### src/hdl/scmx_pkg.sv
package scmx_pkg;

    localparam logic [63:0] SEED_A    = 64'h9E3779B97F4A7C15;
    localparam logic [63:0] SEED_B    = 64'hD1B54A32D192ED03;
    localparam logic [63:0] MIX_GAMMA = 64'h9E3779B97F4A7C15;
    localparam logic [63:0] MIX_MUL1  = 64'hBF58476D1CE4E5B9;
    localparam logic [63:0] MIX_MUL2  = 64'h94D049BB133111EB;
    localparam int unsigned SEED_ROT  = 7;

    // Configuration register indexes
    localparam int unsigned CFG_IW = 2;
    localparam logic [CFG_IW-1:0] CFG_KEY_PRIMARY   = 2'd0;
    localparam logic [CFG_IW-1:0] CFG_KEY_SECONDARY = 2'd1;
    localparam logic [CFG_IW-1:0] CFG_FILE_NONCE    = 2'd2;

    // Queue between front and back; depth must be a power of two
    localparam int unsigned QDEPTH = 4;
    localparam int unsigned QAW    = $clog2(QDEPTH);

    typedef struct packed {
        logic [7:0] data_byte;
        logic       last_byte;
    } t_in;

    typedef struct packed {
        logic [7:0] out_byte;
        logic       out_last;
    } t_out;

    typedef struct packed {
        logic [7:0]  data_byte;
        logic        last_byte;
        logic        seed;
        logic        remix;
        logic [63:0] pos;
    } t_item;

    function automatic logic [63:0] rotl_seed(input logic [63:0] v);
        rotl_seed = {v[63-SEED_ROT:0], v[63:64-SEED_ROT]};
    endfunction

endpackage

### src/hdl/scmx_front.sv
module scmx_front (
    input  logic                i_clk,
    input  logic                i_rst_n,
    input  logic                i_push,
    input  scmx_pkg::t_in       i_in_word,
    input  logic                i_q_full,
    output logic                o_q_wr,
    output scmx_pkg::t_item     o_q_item
);

    logic [63:0] r_pos;
    logic [63:0] n_pos;

    assign o_q_wr = i_push && !i_q_full;

    // Tag each word with its position and the mixing it needs
    always_comb begin
        o_q_item.data_byte = i_in_word.data_byte;
        o_q_item.last_byte = i_in_word.last_byte;
        o_q_item.pos       = r_pos;
        o_q_item.seed      = (r_pos == 64'd0);
        o_q_item.remix     = (r_pos[2:0] == 3'd0);
    end

    always_comb begin
        n_pos = r_pos;
        if (o_q_wr) begin
            n_pos = i_in_word.last_byte ? 64'd0 : r_pos + 64'd1;
        end
    end

    always_ff @(posedge i_clk) begin
        if (!i_rst_n) begin
            r_pos <= 64'd0;
        end else begin
            r_pos <= n_pos;
        end
    end

endmodule

### src/hdl/scmx_fifo.sv
module scmx_fifo (
    input  logic              i_clk,
    input  logic              i_rst_n,
    input  logic              i_wr,
    input  scmx_pkg::t_item   i_wr_item,
    input  logic              i_rd,
    output scmx_pkg::t_item   o_rd_item,
    output logic              o_full,
    output logic              o_empty
);

    scmx_pkg::t_item r_mem [scmx_pkg::QDEPTH];

    logic [scmx_pkg::QAW-1:0] r_wp;
    logic [scmx_pkg::QAW-1:0] r_rp;
    logic [scmx_pkg::QAW:0]   r_cnt;
    logic [scmx_pkg::QAW:0]   n_cnt;
    logic                     wr_en;
    logic                     rd_en;

    assign o_full    = (r_cnt == (scmx_pkg::QAW+1)'(scmx_pkg::QDEPTH));
    assign o_empty   = (r_cnt == '0);
    assign wr_en     = i_wr && !o_full;
    assign rd_en     = i_rd && !o_empty;
    assign o_rd_item = r_mem[r_rp];

    always_comb begin
        n_cnt = r_cnt;
        if (wr_en && !rd_en) begin
            n_cnt = r_cnt + (scmx_pkg::QAW+1)'(1);
        end else if (rd_en && !wr_en) begin
            n_cnt = r_cnt - (scmx_pkg::QAW+1)'(1);
        end
    end

    always_ff @(posedge i_clk) begin
        if (wr_en) begin
            r_mem[r_wp] <= i_wr_item;
        end
    end

    always_ff @(posedge i_clk) begin
        if (!i_rst_n) begin
            r_wp  <= '0;
            r_rp  <= '0;
            r_cnt <= '0;
        end else begin
            r_cnt <= n_cnt;
            if (wr_en) begin
                r_wp <= r_wp + scmx_pkg::QAW'(1);
            end
            if (rd_en) begin
                r_rp <= r_rp + scmx_pkg::QAW'(1);
            end
        end
    end

endmodule

### src/hdl/scmx_back.sv
module scmx_back (
    input  logic                        i_clk,
    input  logic                        i_rst_n,
    input  logic                        i_cfg_valid,
    input  logic [scmx_pkg::CFG_IW-1:0] i_cfg_index,
    input  logic [63:0]                 i_cfg_data,
    input  logic                        i_q_empty,
    input  scmx_pkg::t_item             i_q_item,
    output logic                        o_q_pop,
    input  logic                        i_pop,
    output logic                        o_empty,
    output scmx_pkg::t_out              o_out_word
);

    localparam logic [2:0] ST_IDLE = 3'd0;
    localparam logic [2:0] ST_PRE  = 3'd1;
    localparam logic [2:0] ST_M0   = 3'd2;
    localparam logic [2:0] ST_M1   = 3'd3;
    localparam logic [2:0] ST_M2   = 3'd4;
    localparam logic [2:0] ST_M3   = 3'd5;
    localparam logic [2:0] ST_OUT  = 3'd6;

    logic [2:0]      r_state;
    logic [2:0]      n_state;
    logic            r_pass;
    logic            r_seedph;
    logic            r_out_valid;
    logic [63:0]     r_key_primary;
    logic [63:0]     r_key_secondary;
    logic [63:0]     r_file_nonce;
    logic [63:0]     r_word;
    logic [63:0]     r_v;
    logic [63:0]     r_prod;
    logic [63:0]     r_acc;
    scmx_pkg::t_item r_item;
    scmx_pkg::t_out  r_out;

    logic [63:0] seed_val;
    logic [63:0] pre_t;
    logic [63:0] mul_k;
    logic [31:0] mul_a;
    logic [31:0] mul_c;
    logic [63:0] mul_p;
    logic [31:0] acc_hi;
    logic [63:0] res;
    logic [63:0] w_mid;
    logic [63:0] w_fin;
    logic        out_ready;
    logic [7:0]  kbyte;

    assign seed_val = scmx_pkg::SEED_A ^ r_key_primary
                    ^ scmx_pkg::rotl_seed(r_key_secondary) ^ r_file_nonce;
    assign pre_t    = r_v + scmx_pkg::MIX_GAMMA;

    // Low 64 bits of r_v * K from three 32x32 partial products, one per cycle
    assign mul_k  = r_pass ? scmx_pkg::MIX_MUL2 : scmx_pkg::MIX_MUL1;
    assign mul_a  = (r_state == ST_M2) ? r_v[63:32] : r_v[31:0];
    assign mul_c  = (r_state == ST_M1) ? mul_k[63:32] : mul_k[31:0];
    assign mul_p  = {32'd0, mul_a} * {32'd0, mul_c};
    assign acc_hi = r_acc[63:32] + r_prod[31:0];
    assign res    = {acc_hi, r_acc[31:0]};
    assign w_mid  = res ^ (res >> 27);
    assign w_fin  = res ^ (res >> 31);

    assign out_ready  = !r_out_valid || i_pop;
    assign o_q_pop    = (r_state == ST_IDLE) && !i_q_empty;
    assign o_empty    = !r_out_valid;
    assign o_out_word = r_out;
    assign kbyte      = r_word[{r_item.pos[2:0], 3'b000} +: 8];

    always_comb begin
        n_state = r_state;
        case (r_state)
            ST_IDLE: begin
                if (!i_q_empty) begin
                    n_state = (i_q_item.seed || i_q_item.remix) ? ST_PRE : ST_OUT;
                end
            end
            ST_PRE: n_state = ST_M0;
            ST_M0:  n_state = ST_M1;
            ST_M1:  n_state = ST_M2;
            ST_M2:  n_state = ST_M3;
            ST_M3: begin
                if (!r_pass) begin
                    n_state = ST_M0;
                end else if (r_seedph) begin
                    n_state = ST_PRE;
                end else begin
                    n_state = ST_OUT;
                end
            end
            ST_OUT: begin
                if (out_ready) begin
                    n_state = ST_IDLE;
                end
            end
            default: n_state = ST_IDLE;
        endcase
    end

    // Datapath
    always_ff @(posedge i_clk) begin
        case (r_state)
            ST_IDLE: begin
                if (!i_q_empty) begin
                    r_item <= i_q_item;
                    if (i_q_item.seed) begin
                        r_v <= seed_val;
                    end else begin
                        r_v <= r_word + scmx_pkg::SEED_B + i_q_item.pos;
                    end
                end
            end
            ST_PRE: r_v <= pre_t ^ (pre_t >> 30);
            ST_M0:  r_prod <= mul_p;
            ST_M1: begin
                r_acc  <= r_prod;
                r_prod <= mul_p;
            end
            ST_M2: begin
                r_acc[63:32] <= acc_hi;
                r_prod       <= mul_p;
            end
            ST_M3: begin
                if (!r_pass) begin
                    r_v <= w_mid;
                end else if (r_seedph) begin
                    // seeded word goes straight into the group re-mix
                    r_v <= w_fin + scmx_pkg::SEED_B + r_item.pos;
                end
            end
            ST_OUT: begin
                if (out_ready) begin
                    r_out.out_byte <= r_item.data_byte ^ kbyte;
                    r_out.out_last <= r_item.last_byte;
                end
            end
            default: ;
        endcase
    end

    always_ff @(posedge i_clk) begin
        if (!i_rst_n) begin
            r_state         <= ST_IDLE;
            r_pass          <= 1'b0;
            r_seedph        <= 1'b0;
            r_out_valid     <= 1'b0;
            r_word          <= 64'd0;
            r_key_primary   <= 64'd0;
            r_key_secondary <= 64'd0;
            r_file_nonce    <= 64'd0;
        end else begin
            r_state <= n_state;
            if (o_q_pop) begin
                r_seedph <= i_q_item.seed;
            end else if (r_state == ST_M3 && r_pass) begin
                r_seedph <= 1'b0;
            end
            if (r_state == ST_PRE) begin
                r_pass <= 1'b0;
            end else if (r_state == ST_M3 && !r_pass) begin
                r_pass <= 1'b1;
            end
            if (r_state == ST_M3 && r_pass && !r_seedph) begin
                r_word <= w_fin;
            end
            if (r_state == ST_OUT && out_ready) begin
                r_out_valid <= 1'b1;
            end else if (i_pop) begin
                r_out_valid <= 1'b0;
            end
            if (i_cfg_valid) begin
                case (i_cfg_index)
                    scmx_pkg::CFG_KEY_PRIMARY:   r_key_primary   <= i_cfg_data;
                    scmx_pkg::CFG_KEY_SECONDARY: r_key_secondary <= i_cfg_data;
                    scmx_pkg::CFG_FILE_NONCE:    r_file_nonce    <= i_cfg_data;
                    default: ;
                endcase
            end
        end
    end

    a_mul_entry: assert property (@(posedge i_clk) disable iff (!i_rst_n)
        (r_state == ST_M0) |-> ($past(r_state) == ST_PRE || $past(r_state) == ST_M3))
        else $error("multiply entered from wrong state");

    a_seed_remix: assert property (@(posedge i_clk) disable iff (!i_rst_n)
        (o_q_pop && i_q_item.seed) |-> i_q_item.remix)
        else $error("seeded word without group re-mix");

    a_out_load: assert property (@(posedge i_clk) disable iff (!i_rst_n)
        (r_state == ST_OUT && out_ready) |=> (r_out_valid && r_state == ST_IDLE))
        else $error("result word not loaded");

    a_word_update: assert property (@(posedge i_clk) disable iff (!i_rst_n)
        (r_state == ST_M3 && r_pass && !r_seedph)
            |=> (r_state == ST_OUT && r_word == $past(w_fin)))
        else $error("keystream word not updated after mix");

endmodule

### src/hdl/splitmix_keystream_byte_cipher.sv
// Byte-wise XOR stream cipher with a splitmix64 keystream; encrypt and
// decrypt are the same operation.
// Input channel: a word (data byte plus last-byte flag) is taken at a clock
// edge with push high and full low. Words enter a small queue, so a few
// can be pushed while the cipher core is busy.
// Result channel: while empty is low the oldest result is on o_out_word and
// it is taken at an edge with pop high. A stalled receiver holds the result
// register; the core waits for it, and once the queue fills, full rises.
// Configuration: key_primary, key_secondary and file_nonce are written at
// indexes 0..2 with cfg_valid (cfg_ready is always high); index 3 is
// ignored. Keys are read when a buffer's first byte is processed.
// Core: it uses one shared 32x32 multiplier, three partial products
// per 64-bit multiply and two multiplies per mix. A byte inside an 8-byte
// group goes straight to the output, a group's first byte runs the group
// mix first, a buffer's first byte the seed mix and then the group mix.
// Reset (synchronous, active low) clears the keys, the byte position, the
// queue and the result-valid flag.
module splitmix_keystream_byte_cipher (
    input  logic                        i_clk,
    input  logic                        i_rst_n,
    input  logic                        push,
    output logic                        full,
    input  scmx_pkg::t_in               i_in_word,
    output logic                        empty,
    input  logic                        pop,
    output scmx_pkg::t_out              o_out_word,
    input  logic                        cfg_valid,
    output logic                        cfg_ready,
    input  logic [scmx_pkg::CFG_IW-1:0] i_cfg_index,
    input  logic [63:0]                 i_cfg_data
);

    logic            q_wr;
    logic            q_rd;
    logic            q_empty;
    scmx_pkg::t_item q_wr_item;
    scmx_pkg::t_item q_rd_item;

    assign cfg_ready = 1'b1;

    scmx_front u_front (
        .i_clk     (i_clk),
        .i_rst_n   (i_rst_n),
        .i_push    (push),
        .i_in_word (i_in_word),
        .i_q_full  (full),
        .o_q_wr    (q_wr),
        .o_q_item  (q_wr_item)
    );

    scmx_fifo u_fifo (
        .i_clk     (i_clk),
        .i_rst_n   (i_rst_n),
        .i_wr      (q_wr),
        .i_wr_item (q_wr_item),
        .i_rd      (q_rd),
        .o_rd_item (q_rd_item),
        .o_full    (full),
        .o_empty   (q_empty)
    );

    scmx_back u_back (
        .i_clk       (i_clk),
        .i_rst_n     (i_rst_n),
        .i_cfg_valid (cfg_valid),
        .i_cfg_index (i_cfg_index),
        .i_cfg_data  (i_cfg_data),
        .i_q_empty   (q_empty),
        .i_q_item    (q_rd_item),
        .o_q_pop     (q_rd),
        .i_pop       (pop),
        .o_empty     (empty),
        .o_out_word  (o_out_word)
    );

endmodule
### config.mk
export PLATFORM = sky130hd
export DESIGN_NAME = splitmix_keystream_byte_cipher
export DESIGN_NICKNAME = d
export VERILOG_FILES = /design/src/hdl/scmx_pkg.sv /design/src/hdl/scmx_front.sv /design/src/hdl/scmx_fifo.sv /design/src/hdl/scmx_back.sv /design/src/hdl/splitmix_keystream_byte_cipher.sv
export SDC_FILE = /design/constraint.sdc
export NUM_CORES = 2
export LEC_CHECK = 0
export ABC_AREA = 1
export BUFFER_PORTS_ARGS = -buffer_cell sky130_fd_sc_hd__buf_2
export CORE_AREA = 4 4 475 477
export DETAILED_ROUTE_END_ITERATION = 10
export DIE_AREA = 0 0 479 481
export PLACE_DENSITY = 0.52
export SLEW_MARGIN = 20
export SYNTH_ARGS = -nofsm -noshare
export SYNTH_HDL_FRONTEND = slang
export SYNTH_SLANG_ARGS = --single-unit
export TNS_END_PERCENT = 10
### constraint.sdc
create_clock -name i_clk -period 13.1 [get_ports i_clk]
set_input_delay 2.62 -clock i_clk [delete_from_list [all_inputs] [get_ports i_clk]]
set_output_delay 2.62 -clock i_clk [all_outputs]
set_load 0.03 [all_outputs]
==> results.cfg <==
[synthesis]
ys.flop_type = edfxtp_1
yosys_register_bits = 909
ys_types = 57
synth_mux_area_share_pct = 0
syn_inst = 11500
syn_nets = 13100
synth-edff-count = 574
synthAdderAreaFrac_pct = 27.5
ys.warnings.count = 0
synth_top_area_share_pct = 19.6
synth_top_family_by_area = adder cells
synthTopCellsByArea = edfxtp_1, fa_1, inv_1
avgSynthCellArea_um2 = 7.64
synth_seq_area_share_pct = 27.2
synth_top_cell_by_area = edfxtp_1
synthesis.area_um2 = 88100
async_flop_share_pct = 0
yosys.area_share.simple_pct = 21.8
synth_compound_area_share_pct = 8.66
synth_xor_area_share_pct = 3.11

[worst_setup_path]
critPathKind = reg -> reg
worst_setup_path_end_kind = flop
path_buf_inv = 3
required_ns = 13.61
max_stage_delay_ns = 1.10
crit_fanout = 40
critical_path.top_delay_family = adder cells
crit_top_cell = fa_1
start_kind = flop
arrival_ns = 10.80
critPathSlowestCell = o21ai_1

[layout]
fin_area_um2 = 96000
syn_to_final_growth_pct = 9.07
finalCoreUtilization_pct = 43.4
nNetsFinal = 13100
drive_above_1_share_pct = 4.13

[route]
dr.pass1.iters = 7
drtIter0Drc = 8953
vias = 78900
drt_wl_total_mm = 424
drcViolationCount = 0
routedWlPerCell_um = 28.9
via_per_inst = 5.38
ant_nets = 0

[placed_design]
gp_congestion = 1.06
hpwl_mm = 359
port_buffers = 90
place_ws_ns = 2.64
place_area_um2 = 92300

[sta]
postLayoutSetupSlackWorst_ns = 2.81
tns_ns = 0
drv_slew = 0
fin_crit_sh_pct = 78.6
slew_headroom_pct = 15.2
hold_violations = 0
fin_crit_ns = 10.29
worst_pin_slew_ns = 1.27
skew_ns = 0.0650
fmaxAchievable_ghz = 0.0971
setup_violations = 0
rsz0062_at_grt = false

[hold_path]
hp-class = reg -> reg

[floorplan]
rows = 173
fp.dieW_um = 479
initial_core_util_pct = 39.8
die_area_um2 = 230000
fp.dieH_um = 481
io_pins = 92
core_um2 = 221000

[clock_network]
insertion_delay_ns = 0.80
postCtsSetupBuffers = 0
htree_levels = 3
ctsResizeCount = 0
numCtsBuffers = 106
cts_root_buf = clkbuf_16
path_clk_slew_ns = 0.08
cts_tree = built
clock_path_buffers = 3
postCtsHoldBufs = 0
cts.sink_count = 909

[global_routing]
grt-ovfl-total = 0
grt_pass1_vias = 77500
grtUsageTotal_pct = 36.1
grt_antenna_before_repair = 57
grt_max_degree = 147
grt_pass1_wl_mm = 587

[run_status]
status = finished, final reports clean

[run]
drv_cap = 0
-- per-stage QoR --
stage	hold WS, ns	std cells
2_1_floorplan	0.400	11500
3_3_place_gp	0.432	14400
3_5_place_dp	0.428	14400
4_1_cts	0.454	14600
5_1_grt	0.460	14600
6_report	0.450	14700
-- path summary, 6_finish.rpt --
path | startpoint | end | slack (ns) | depth (start not counted)
setup / recovery | u_back.r_state[0] | u_back.r_prod[60] | 2.81 | 25
hold reg to reg | u_back.r_item[66] | u_back.o_out_word[0] | 0.45 | 0
setup reg to reg | u_back.r_state[0] | u_back.r_prod[60] | 2.81 | 25
hold / removal | u_back.r_item[66] | u_back.o_out_word[0] | 0.45 | 0
-- cell usage in the layout (no fill, tap or decap), drive strengths merged, types with 335 or more instances in the layout --
cell type / netlist / layout
inv: 2448 / 2453
nand2: 2428 / 2428
nor2: 1385 / 1385
fa: 809 / 809
ha: 641 / 641
o21ai: 631 / 631
edfxtp: 574 / 574
nand3: 553 / 553
a21oi: 551 / 551
dfxtp: 335 / 335
-- flip-flops by register name, summed over array words and instances, names as in the netlist, named ones only --
name,flops
u_fifo.r_mem,300
u_back.r_item,73
u_back.r_acc,64
u_back.r_file_nonce,64
u_back.r_key_primary,64
u_back.r_key_secondary,64
u_back.r_prod,64
u_back.r_v,64
u_back.r_word,64
u_front.r_pos,64
u_back.o_out_word,9
u_back.r_state,3
u_fifo.r_cnt,3
u_fifo.r_rp,2
u_fifo.r_wp,2
u_back.r_out_valid,1
u_back.r_pass,1
u_back.r_seedph,1
-- kinds of logic after synthesis --
group	Yosys count
buffers and inverters	2732
other	1
XOR/XNOR	312
AND/OR/NAND/NOR	4709
flip-flops	909
adder cells (fa/ha/maj)	1450
AO/OA/AOI/OAI	1412
-- synth_stat cells, types with 163 or more instances --
master    number
nor2_1      1377
nand3_1      553
clkbuf_1     218
xor2_1       163
fa_1         809
o21ai_0      591
dfxtp_1      335
ha_1         641
edfxtp_1     574
nand2_1     2427
a21oi_1      551
inv_1       2436
-- final cells by class --
cell class,count,area [um2]
multi-input cells,7884,54000
repair buffers,223,1470
well taps,2975,3720
diodes,17,42.5
clock buffers,137,2920
clock inverters,64,741
fillers,22900,125000
flip-flops and latches,909,23900
inverters,2454,9220
-- routing by layer --
metal  global-route usage, %  vias up  wire [um]
met5                       0        -        114
met4                    17.8       18      25200
met3                    6.60      780      33100
met2                    56.1     3310     186000
met1                    48.5    38700     180000
li1                        -    36100          -
Power is left out: the tool's default activity adds up to more than one toggle a clock period on the data nets, which glitch-free logic cannot reach.
